==> src/rtl/utf8_pkg.sv <==
`timescale 1ns / 1ps
// ----------------------------------------------------------------------------
// utf8_pkg: shared types and constants of the UTF-8 decoder
// Byte classes, automaton states and the decode step's result.
// ----------------------------------------------------------------------------
package utf8_pkg;

  localparam int unsigned CpWidth  = 21;
  localparam int unsigned ClsWidth = 4;

  localparam logic [CpWidth-1:0] ErrChar = 21'h00003F;

  typedef enum logic [ClsWidth-1:0] {
    CLS_ASCII   = 4'd0,
    CLS_CONT_8X = 4'd1,
    CLS_LEAD2   = 4'd2,
    CLS_LEAD3   = 4'd3,
    CLS_LEAD_ED = 4'd4,
    CLS_LEAD_F4 = 4'd5,
    CLS_LEAD4   = 4'd6,
    CLS_CONT_AX = 4'd7,
    CLS_INVALID = 4'd8,
    CLS_CONT_9X = 4'd9,
    CLS_LEAD_E0 = 4'd10,
    CLS_LEAD_F0 = 4'd11
  } byte_cls_e;

  typedef enum logic [8:0] {
    ST_ACCEPT = 9'b000000001,
    ST_REJECT = 9'b000000010,
    ST_W2     = 9'b000000100,
    ST_W3     = 9'b000001000,
    ST_W4     = 9'b000010000,
    ST_W5     = 9'b000100000,
    ST_W6     = 9'b001000000,
    ST_W7     = 9'b010000000,
    ST_W8     = 9'b100000000
  } dfa_state_e;

  typedef struct packed {
    dfa_state_e         state;
    logic [CpWidth-1:0] accum;
    logic               emit;
    logic               error;
  } step_res_t;

endpackage

==> src/rtl/utf8_in_if.sv <==
`timescale 1ns / 1ps
// ----------------------------------------------------------------------------
// utf8_in_if: byte request channel
// One raw byte per request, with a restart flag for the start of a string.
// ----------------------------------------------------------------------------
interface utf8_in_if;
  logic       valid;
  logic       ready;
  logic [7:0] data_byte;
  logic       restart;

  modport source (output valid, output data_byte, output restart, input ready);
  modport sink   (input valid, input data_byte, input restart, output ready);
endinterface

==> src/rtl/utf8_out_if.sv <==
`timescale 1ns / 1ps
// ----------------------------------------------------------------------------
// utf8_out_if: code point request channel
// One decoded code point, or an error marker, per request.
// ----------------------------------------------------------------------------
interface utf8_out_if;
  logic        valid;
  logic        ready;
  logic [20:0] codepoint;
  logic        error;

  modport source (output valid, output codepoint, output error, input ready);
  modport sink   (input valid, input codepoint, input error, output ready);
endinterface

==> src/rtl/utf8_step.sv <==
`timescale 1ns / 1ps
// ----------------------------------------------------------------------------
// utf8_step: one decode step
// Byte classification, state transition and accumulator update for one byte.
// ----------------------------------------------------------------------------
module utf8_step
  import utf8_pkg::*;
(
  input  dfa_state_e         state_i,
  input  logic [CpWidth-1:0] accum_i,
  input  logic [7:0]         data_byte_i,
  input  logic               restart_i,
  output step_res_t          res_o
);

  function automatic byte_cls_e byte_class(input logic [7:0] b);
    byte_cls_e c;
    priority if (b <= 8'h7F) c = CLS_ASCII;
    else if (b <= 8'h8F)     c = CLS_CONT_8X;
    else if (b <= 8'h9F)     c = CLS_CONT_9X;
    else if (b <= 8'hBF)     c = CLS_CONT_AX;
    else if (b <= 8'hC1)     c = CLS_INVALID;
    else if (b <= 8'hDF)     c = CLS_LEAD2;
    else if (b == 8'hE0)     c = CLS_LEAD_E0;
    else if (b == 8'hED)     c = CLS_LEAD_ED;
    else if (b <= 8'hEF)     c = CLS_LEAD3;
    else if (b == 8'hF0)     c = CLS_LEAD_F0;
    else if (b <= 8'hF3)     c = CLS_LEAD4;
    else if (b == 8'hF4)     c = CLS_LEAD_F4;
    else                     c = CLS_INVALID;
    return c;
  endfunction

  function automatic dfa_state_e next_state(input dfa_state_e s,
                                            input byte_cls_e c);
    dfa_state_e n;
    n = ST_REJECT;
    unique case (s)
      ST_ACCEPT: begin
        unique case (c)
          CLS_ASCII:   n = ST_ACCEPT;
          CLS_LEAD2:   n = ST_W2;
          CLS_LEAD3:   n = ST_W3;
          CLS_LEAD_ED: n = ST_W5;
          CLS_LEAD_F4: n = ST_W8;
          CLS_LEAD4:   n = ST_W7;
          CLS_LEAD_E0: n = ST_W4;
          CLS_LEAD_F0: n = ST_W6;
          default:     n = ST_REJECT;
        endcase
      end
      ST_W2: if (c == CLS_CONT_8X || c == CLS_CONT_AX || c == CLS_CONT_9X) n = ST_ACCEPT;
      ST_W3: if (c == CLS_CONT_8X || c == CLS_CONT_AX || c == CLS_CONT_9X) n = ST_W2;
      ST_W4: if (c == CLS_CONT_AX) n = ST_W2;
      ST_W5: if (c == CLS_CONT_8X || c == CLS_CONT_9X) n = ST_W2;
      ST_W6: if (c == CLS_CONT_AX || c == CLS_CONT_9X) n = ST_W3;
      ST_W7: if (c == CLS_CONT_8X || c == CLS_CONT_AX || c == CLS_CONT_9X) n = ST_W3;
      ST_W8: if (c == CLS_CONT_8X) n = ST_W3;
      default: n = ST_REJECT;
    endcase
    return n;
  endfunction

  dfa_state_e cur_state;
  byte_cls_e  cls;
  logic [7:0] lead_mask;
  dfa_state_e ns;

  assign cur_state = restart_i ? ST_ACCEPT : state_i;
  assign cls       = byte_class(data_byte_i);
  assign lead_mask = 8'hFF >> cls;
  assign ns        = next_state(cur_state, cls);

  always_comb begin
    res_o.state = cur_state;
    res_o.accum = accum_i;
    res_o.emit  = 1'b0;
    res_o.error = 1'b0;
    if (cur_state != ST_REJECT) begin
      if (cur_state == ST_ACCEPT) begin
        res_o.accum = {{(CpWidth-8){1'b0}}, data_byte_i & lead_mask};
      end else begin
        res_o.accum = {accum_i[CpWidth-7:0], data_byte_i[5:0]};
      end
      res_o.state = ns;
      res_o.emit  = (ns == ST_ACCEPT) || (ns == ST_REJECT);
      res_o.error = (ns == ST_REJECT);
    end
  end

endmodule

==> src/rtl/utf8_dfa_decoder.sv <==
`timescale 1ns / 1ps
// ----------------------------------------------------------------------------
// utf8_dfa_decoder: validating UTF-8 to UTF-32 decoder
// Table-driven automaton; emits a code point per completed sequence and one
// error marker (0x3F) on entering reject, silent until the next restart.
// ----------------------------------------------------------------------------
// channel  dir  payload                          request
// in_i     in   data_byte[7:0], restart          one byte
// out_o    out  codepoint[20:0], error           one code point or error
//
// One byte per cycle sustained while out_o is ready. Each byte waits in the
// input register; its result, if any, then goes to the output register.
// Decode state lives next to the output register and updates only when
// the output register is free or being drained, so a stall on out_o holds
// at most one byte in the input register before in_i.ready drops.
// Reset puts the automaton in accept and empties both registers.
// ----------------------------------------------------------------------------
module utf8_dfa_decoder
  import utf8_pkg::*;
(
  input  logic       clk_i,
  input  logic       rst_ni,
  utf8_in_if.sink    in_i,
  utf8_out_if.source out_o
);

  logic               s1_valid_q;
  logic [7:0]         s1_byte_q;
  logic               s1_restart_q;
  dfa_state_e         state_q;
  logic [CpWidth-1:0] accum_q;
  logic               out_valid_q;
  logic [CpWidth-1:0] out_cp_q;
  logic               out_err_q;

  logic      advance;
  logic      in_take;
  step_res_t step;

  assign advance    = s1_valid_q && (!out_valid_q || out_o.ready);
  assign in_i.ready = !s1_valid_q || advance;
  assign in_take    = in_i.valid && in_i.ready;

  utf8_step u_step (
    .state_i     (state_q),
    .accum_i     (accum_q),
    .data_byte_i (s1_byte_q),
    .restart_i   (s1_restart_q),
    .res_o       (step)
  );

  always_ff @(posedge clk_i or negedge rst_ni) begin
    if (!rst_ni) begin
      s1_valid_q  <= 1'b0;
      state_q     <= ST_ACCEPT;
      accum_q     <= '0;
      out_valid_q <= 1'b0;
    end else begin
      if (in_take) begin
        s1_valid_q <= 1'b1;
      end else if (advance) begin
        s1_valid_q <= 1'b0;
      end
      if (advance) begin
        state_q     <= step.state;
        accum_q     <= step.accum;
        out_valid_q <= step.emit;
      end else if (out_o.ready) begin
        out_valid_q <= 1'b0;
      end
    end
  end

  always_ff @(posedge clk_i) begin
    if (in_take) begin
      s1_byte_q    <= in_i.data_byte;
      s1_restart_q <= in_i.restart;
    end
    if (advance && step.emit) begin
      out_cp_q  <= step.error ? ErrChar : step.accum;
      out_err_q <= step.error;
    end
  end

  assign out_o.valid     = out_valid_q;
  assign out_o.codepoint = out_cp_q;
  assign out_o.error     = out_err_q;

endmodule

==> src/flat_wrapper.sv <==
// flat-port wrapper written by rule: the top's interface ports become plain ports
module utf8_dfa_decoder_flat import utf8_pkg::*;
  (clk_i, rst_ni, in_i_valid, in_i_data_byte, in_i_restart, in_i_ready, out_o_valid, out_o_codepoint, out_o_error, out_o_ready);
  utf8_in_if in_i_i ();
  utf8_out_if out_o_i ();
  input  logic clk_i;
  input  logic rst_ni;
  input wire logic [$bits(in_i_i.valid)-1:0] in_i_valid;
  input wire logic [$bits(in_i_i.data_byte)-1:0] in_i_data_byte;
  input wire logic [$bits(in_i_i.restart)-1:0] in_i_restart;
  output wire logic [$bits(in_i_i.ready)-1:0] in_i_ready;
  output wire logic [$bits(out_o_i.valid)-1:0] out_o_valid;
  output wire logic [$bits(out_o_i.codepoint)-1:0] out_o_codepoint;
  output wire logic [$bits(out_o_i.error)-1:0] out_o_error;
  input wire logic [$bits(out_o_i.ready)-1:0] out_o_ready;
  assign in_i_i.valid = in_i_valid;
  assign in_i_i.data_byte = in_i_data_byte;
  assign in_i_i.restart = in_i_restart;
  assign in_i_ready = in_i_i.ready;
  assign out_o_valid = out_o_i.valid;
  assign out_o_codepoint = out_o_i.codepoint;
  assign out_o_error = out_o_i.error;
  assign out_o_i.ready = out_o_ready;
  utf8_dfa_decoder u_core (.clk_i(clk_i), .rst_ni(rst_ni), .in_i(in_i_i), .out_o(out_o_i));
endmodule
==> config.mk <==
export PLATFORM = sky130hd
export DESIGN_NAME = utf8_dfa_decoder_flat
export DESIGN_NICKNAME = d
export VERILOG_FILES = /design/src/rtl/utf8_pkg.sv /design/src/rtl/utf8_in_if.sv /design/src/rtl/utf8_out_if.sv /design/src/rtl/utf8_step.sv /design/src/rtl/utf8_dfa_decoder.sv /design/src/flat_wrapper.sv
export SDC_FILE = /design/constraint.sdc
export NUM_CORES = 1
export LEC_CHECK = 0
export BUFFER_PORTS_ARGS = -buffer_cell sky130_fd_sc_hd__buf_2
export CORE_MARGIN = 2
export CORE_UTILIZATION = 35
export DETAILED_ROUTE_END_ITERATION = 10
export PLACE_DENSITY = 0.48
export RECOVER_POWER = 25
export SETUP_SLACK_MARGIN = 0.02
export SLEW_MARGIN = 10
export SYNTH_ARGS = -nofsm -noshare
export SYNTH_HDL_FRONTEND = slang
export SYNTH_SLANG_ARGS = --single-unit
==> constraint.sdc <==
create_clock -name clk_i -period 6.3 [get_ports clk_i]
set_input_delay 0.63 -clock clk_i [delete_from_list [all_inputs] [get_ports clk_i]]
set_output_delay 0.63 -clock clk_i [all_outputs]
set_load 0.05 [all_outputs]
# Yosys cells after proc, flatten, opt, wreduce, memory -nomap -nowiden
# Memory sizes are Yosys's and may differ from the RTL's.
# Cells that the tools add are included.
[totals]
memories = 1
romBits = 144
mem_bits_rw = 0
in_bits = 13
register_bits = 63
latchBits = 0
[op_classes]
shift = 1
eq_ne = 18
div = 0
n_mux = 27
n_mul = 0
bitwise_logic = 1
magnitude_cmp = 8
add_sub_neg = 0
reduce_logical = 14
[mem_list]
columns = ["memory", "words", "word_bits", "read_ports", "rd_clocked_by_memory_dff", "write_ports", "line", "source"]
rows = [
  ["(name not given)", 16, 9, 1, 0, 0, "utf8_step.sv:40", "unique case (c)"],
]
[ops]
columns = ["op", "n"]
rows = [
  ["9-bit one-hot mux with 8 select lines", 1],
  ["4-bit 2-to-1 mux", 15],
  ["8-bit less-or-equal comparator (second input constant)", 7],
  ["8-bit equality test (second input constant)", 4],
  ["32-bit 2-to-1 mux", 1],
  ["21-bit 2-to-1 mux", 1],
  ["9-bit by 1-bit equality test with 1-bit output (second input constant)", 2],
  ["9-bit by 2-bit equality test with 1-bit output (second input constant)", 1],
  ["9-bit by 3-bit equality test with 1-bit output (second input constant)", 1],
  ["9-bit by 4-bit equality test with 1-bit output (second input constant)", 1],
  ["9-bit by 5-bit equality test with 1-bit output (second input constant)", 1],
  ["9-bit by 6-bit equality test with 1-bit output (second input constant)", 1],
  ["9-bit by 7-bit equality test with 1-bit output (second input constant)", 1],
  ["9-bit by 8-bit equality test with 1-bit output (second input constant)", 1],
  ["9-bit equality test (second input constant)", 1],
  ["3-bit 2-to-1 mux", 3],
  ["9-bit 2-to-1 mux", 1],
  ["9-bit by 2-bit inequality test with 1-bit output (second input constant)", 1],
  ["8-bit bitwise AND", 1],
  ["8-bit by 7-bit less-or-equal comparator with 1-bit output (second input constant)", 1],
  ["8-bit by 4-bit right shift with 8-bit output (first input constant)", 1],
  ["1-bit logical OR", 7],
  ["4-bit by 1-bit equality test with 1-bit output (second input constant)", 1],
  ["4-bit by 3-bit equality test with 1-bit output (second input constant)", 1],
  ["6 further kinds", 13],
]

# Longest topological paths before layout
[logic_depth]
ltp_word = 22
mapped_depth = 10
ltp_nobuf = 7

# Hierarchy
# A second synthesis with hierarchy kept.
[hier_totals]
hier_cells = 319
hier_area_um2 = 3555.9
[by_module_without_submodules]
columns = ["module", "area_each_um2", "n_inst", "seq_area_each_um2", "cells_per_inst"]
rows = [
  ["utf8_dfa_decoder", 2443.6, 1, 1732.9, 128],
  ["utf8_step", 1112.3, 1, 0.0, 191],
]

# Least setup slack after synthesis
# No wires, ideal clock.
[synth_timing]
path_type = "register to register"
from = "register u_core.s1_byte_q[0]"
to = "register u_core.out_cp_q[0] (netlist: u_core.out_o.codepoint[0]) (enable)"
setup_time_ps = 401
required_ps = 5899
slack_ps = 2896
stages_incl_launch_ff = 8
arrival_time_ps = 3003
path_buffers = 0
cell_sequence = "edfxtp_1 -> or4b_4 -> a2111oi_4 -> a211o_4 -> nor3_1 -> a311oi_1 -> o21ai_0 -> nor2_1"
[synth_between]
elab_chain_len = 22
[synth_lines]
columns = ["element", "line", "source"]
rows = [
  ["start, declared", "utf8_dfa_decoder.sv:28", "logic [7:0] s1_byte_q;"],
  ["start signal, assigned", "utf8_dfa_decoder.sv:76", "s1_byte_q <= in_i.data_byte;"],
  ["parallel branches: the longest is 12 deep, another holds 8-bit less-or-equal comparator", "n/a", ""],
  ["4-bit 2-to-1 mux (*)", "utf8_step.sv:18", "priority if (b <= 8'h7F) c = CLS_ASCII;"],
  ["parallel branches: the longest is 4 deep, another holds memory read 16 x 9 bit", "n/a", ""],
  ["9-bit one-hot mux with 8 select lines (*)", "utf8_step.sv:38", "unique case (s)"],
  ["9-bit by 1-bit equality test with 1-bit output or 9-bit by 2-bit equality test with 1-bit output (tied branches)", "utf8_step.sv:86", "res_o.emit = (ns == ST_ACCEPT) || (ns == ST_REJECT);"],
  ["1-bit logical OR (*)", "utf8_step.sv:86", ""],
  ["32-bit 2-to-1 mux (*)", "utf8_step.sv:79", "if (cur_state != ST_REJECT) begin"],
  ["1-bit logical AND (*)", "utf8_dfa_decoder.sv:79", "if (advance && step.emit) begin"],
  ["end signal, assigned", "utf8_dfa_decoder.sv:80", "out_cp_q <= step.error ? ErrChar : step.accum;"],
  ["end, declared", "utf8_dfa_decoder.sv:33", "logic [CpWidth-1:0] out_cp_q;"],
]
# Every way passes the cells marked *.
# A chain may end at the register's enable or synchronous reset.

# Worst setup path in the final report
[layout_timing]
from = "register u_core.s1_byte_q[5]"
to = "register u_core.out_cp_q[9] (netlist: u_core.out_o.codepoint[9]) (enable)"
# Same word-level chain as after synthesis.

==> flow_summary.yaml <==
run_status:
  status: "finished with violations"
  violations: "capacitance limit, slew limit"
timing:
  tns_ns: 0
  slew_headroom: -0.220
  worst_slew_pin_slew_ns: 1.83
  fmaxAchievable_mhz: 269
  maxSlewViolCount: 33
  fin_ws_ns: 2.58
  setup_viol: 0
  period_needed_ns: 3.72
  final.period_utilization: 0.591
  rsz0062_at_grt: "no"
  finalClockSkew_ns: 0.00686
  report.final.hold_viol_count: 0
floorplan:
  die_y_um: 100
  dieArea_mm2: 0.0100
  die_w_um: 100
  rows: 35
  coreArea_mm2: 0.00911
  ios: 37
  start_util: 0.356
drt:
  wl_met1_um: 3550
  drt_wl_total_um: 7740
  avgRoutedWirePerCell_um: 16.7
  via_count: 2587
  drt_iter0_drc: 104
  top_layer: "met4"
  met2WireLength_um: 3680
  first_pass_iters: 4
  dr_wl_met3_um: 340
  vias_per_cell: 5.59
  drc: 0
  ant_nets: 0
worst_setup_path:
  crit_end: "u_core.out_o.codepoint[9]$_SDFFCE_PP0P_"
  crit_arrival_ns: 3.68
  crit_fanout: 22
  crit_path_start_kind: "flip-flop"
  path_cells: "inv_1 -> nor4_1 -> nor4_2 -> nor3_1 -> a311oi_1 -> o21ai_0 -> nor2_2"
  reg2reg_from: "u_core.s1_byte_q[5]$_DFFE_PP_"
  cp.depth: 7
  reg2reg_depth: 7
  reg2reg_to: "u_core.out_o.codepoint[9]$_SDFFCE_PP0P_"
  rrSetupSlack_ns: 2.58
  crit_slowest_cell: "nor4_2"
  critPathKind: "reg2reg"
  cp_top_family: "simple AND/OR/NAND/NOR gates"
  end_kind: "flip-flop"
  cp_data_required_time_ns: 6.26
  slowest_delay_ns: 0.89
  cp.buffers_inverters: 1
  cp-startpoint: "u_core.s1_byte_q[5]$_DFFE_PP_"
clock_tree:
  clk_latency_ns: 0.34
  htree_num_levels: 3
  clk_pin_slew_ns: 0.07
  numCtsBuffers: 9
  cts_tree: "yes"
  postCtsSetupBuffers: 0
  cts_root_buf: "clkbuf_8"
  clock_path_buffers: 2
  postCtsResizedCells: 0
  cts-hold-fix-buffers: 0
  cts.sinks: 63
logic_synthesis:
  synth_seq_area_share: 0.535
  synth_edf_count: 31
  syn_area_per_cell_um2: 10.3
  synth_area_mm2: 0.00324
  syn-num-nets: 327
  ys_warn_count: 0
  ys_ff_latch: 63
  synthFlopType: "edfxtp_1"
  synthArstFlopShare: 0.508
  synthCells: 314
  synth.distinct_cells: 63
global_route:
  overflow: 0
  grt_pass1_vias: 2442
  grt_pass1_wl_um: 12600
  grt_max_degree: 45
  antenna_found_initial: 0
  gr-usage-all-layers: 0.162
final_layout:
  nNetsFinal: 360
  drive_gt1_frac: 0.213
  final_cell_mix: "53 x nand2_1, 35 x o21ai_0, 35 x buf_2, 31 x dfrtp_1, 31 x edfxtp_1"
  num_antenna_cells: 0
  final_common_cell: "nand2_1"
  syn2layout_area_growth_pct: 14.7
pwr:
  finalPower_uw: 1560
  ir_drop_v: 0.000242
  power_density_mw_per_mm2: 419
  power_leakage_uw: 0.00142
place:
  port-buffer-count: 36
  preCtsSetupSlack_ns: 2.61
  gp_congestion: 0.876
  hpwl_um: 5300
hold_path:
  hold_class: "in2reg"
job:
  cap_violations: 1
power by group:
group | internal, uW | switching [uW]
Sequential | 567 | 90.5
Combinational | 139 | 374
Clock | 221 | 166
Total | 928 | 630
kinds of logic after synthesis:
family,share of synthesized area
xor gates and xnor gates,0.00270
AOI/OAI and AO/OA,0.220
DFF,0.535
buffers and inverters,0.0309
and+or+nand+nor,0.205
muxes,0.00695
cell type report:
| cell class | instances | area [um2] |
|---|---|---|
| tap | 111 | 139 |
| fill | 896 | 5390 |
| multi-input combinational | 228 | 1410 |
| timing repair buffer | 39 | 201 |
| clock inverter | 6 | 85.1 |
| sequential | 63 | 1730 |
| clock buffer | 10 | 128 |
| inverter | 6 | 22.5 |
worst register-to-register path, stage by stage, from the launching register on:
cell and delay, ns:
edfxtp_1 0.55, inv_1 0.18, nor4_1 0.10, nor4_2 0.89, nor3_1 0.15, a311oi_1 0.38
o21ai_0 0.20, nor2_2 0.88
synth_stat cells, drive strengths merged, types with 2 or more instances:
cell | number | share of area
nand2 | 53 | 0.061
o21ai | 38 | 0.060
dfrtp | 31 | 0.24
edfxtp | 31 | 0.29
nor2 | 24 | 0.029
a22o | 15 | 0.041
a21oi | 10 | 0.015
clkbuf | 10 | 0.012
nor3 | 10 | 0.020
buf | 7 | 0.012
inv | 6 | 0.0069
nor4 | 6 | 0.020
nor2b | 5 | 0.0097
o31ai | 5 | 0.012
nand3 | 4 | 0.0062
a211o | 3 | 0.011
a311oi | 3 | 0.014
and2 | 3 | 0.0058
nand3b | 3 | 0.0069
nor4b | 3 | 0.0081
or3 | 3 | 0.0058
a2111oi | 2 | 0.011
a211oi | 2 | 0.0046
a31oi | 2 | 0.0039
mux2 | 2 | 0.0069
nand2b | 2 | 0.0039
nand4 | 2 | 0.0039
o2111ai | 2 | 0.0054
o211ai | 2 | 0.0046
or3b | 2 | 0.0054
or4 | 2 | 0.0046
or4b | 2 | 0.0073
flip-flops by register name, summed over array words and instances (netlist names):
name	cells
u_core.out_o.valid	1
u_core.out_o.codepoint	21
u_core.accum_q	21
u_core.state_q	9
u_core.s1_byte_q	8
u_core.s1_restart_q	1
u_core.s1_valid_q	1
u_core.out_o.error	1
metrics by stage:
step | instance area [um2] | hold slack (ns) | utilization | std cells
global route | 3720 | 0.434 | 0.408 | 463
floorplan | 3240 | 0.334 | - | 314
global placement | 3510 | 0.462 | 0.385 | 447
detailed placement | 3510 | 0.472 | 0.385 | 447
finish | 3720 | 0.460 | 0.408 | 463
CTS | 3720 | 0.374 | 0.408 | 463
how the worst min path moves through the flow:
stage                                           to                           start  slack (ns)  cells after the start
floorplan            u_core.accum_q[0]$_DFFE_PN0P_                          rst_ni        0.33                      0
global placement    u_core.accum_q[15]$_DFFE_PN0P_  u_core.accum_q[15]$_DFFE_PN0P_        0.46                      2
detailed placement  u_core.accum_q[15]$_DFFE_PN0P_  u_core.accum_q[15]$_DFFE_PN0P_        0.47                      2
CTS                  u_core.state_q[6]$_DFFE_PN0P_                          rst_ni        0.37                      1
global route         u_core.s1_byte_q[2]$_DFFE_PP_               in_i_data_byte[2]        0.43                      1
finish               u_core.s1_byte_q[2]$_DFFE_PP_               in_i_data_byte[2]        0.46                      1
routing by layer:
| layer | global-route usage | vias to the layer above |
|---|---|---|
| met1 | 0.207 | 1238 |
| met5 | 0 | - |
| met3 | 0.0411 | 16 |
| li1 | - | 1252 |
| met4 | 0.0601 | 0 |
| met2 | 0.266 | 81 |
No activity file was read; power rests on OpenSTA's default activity.
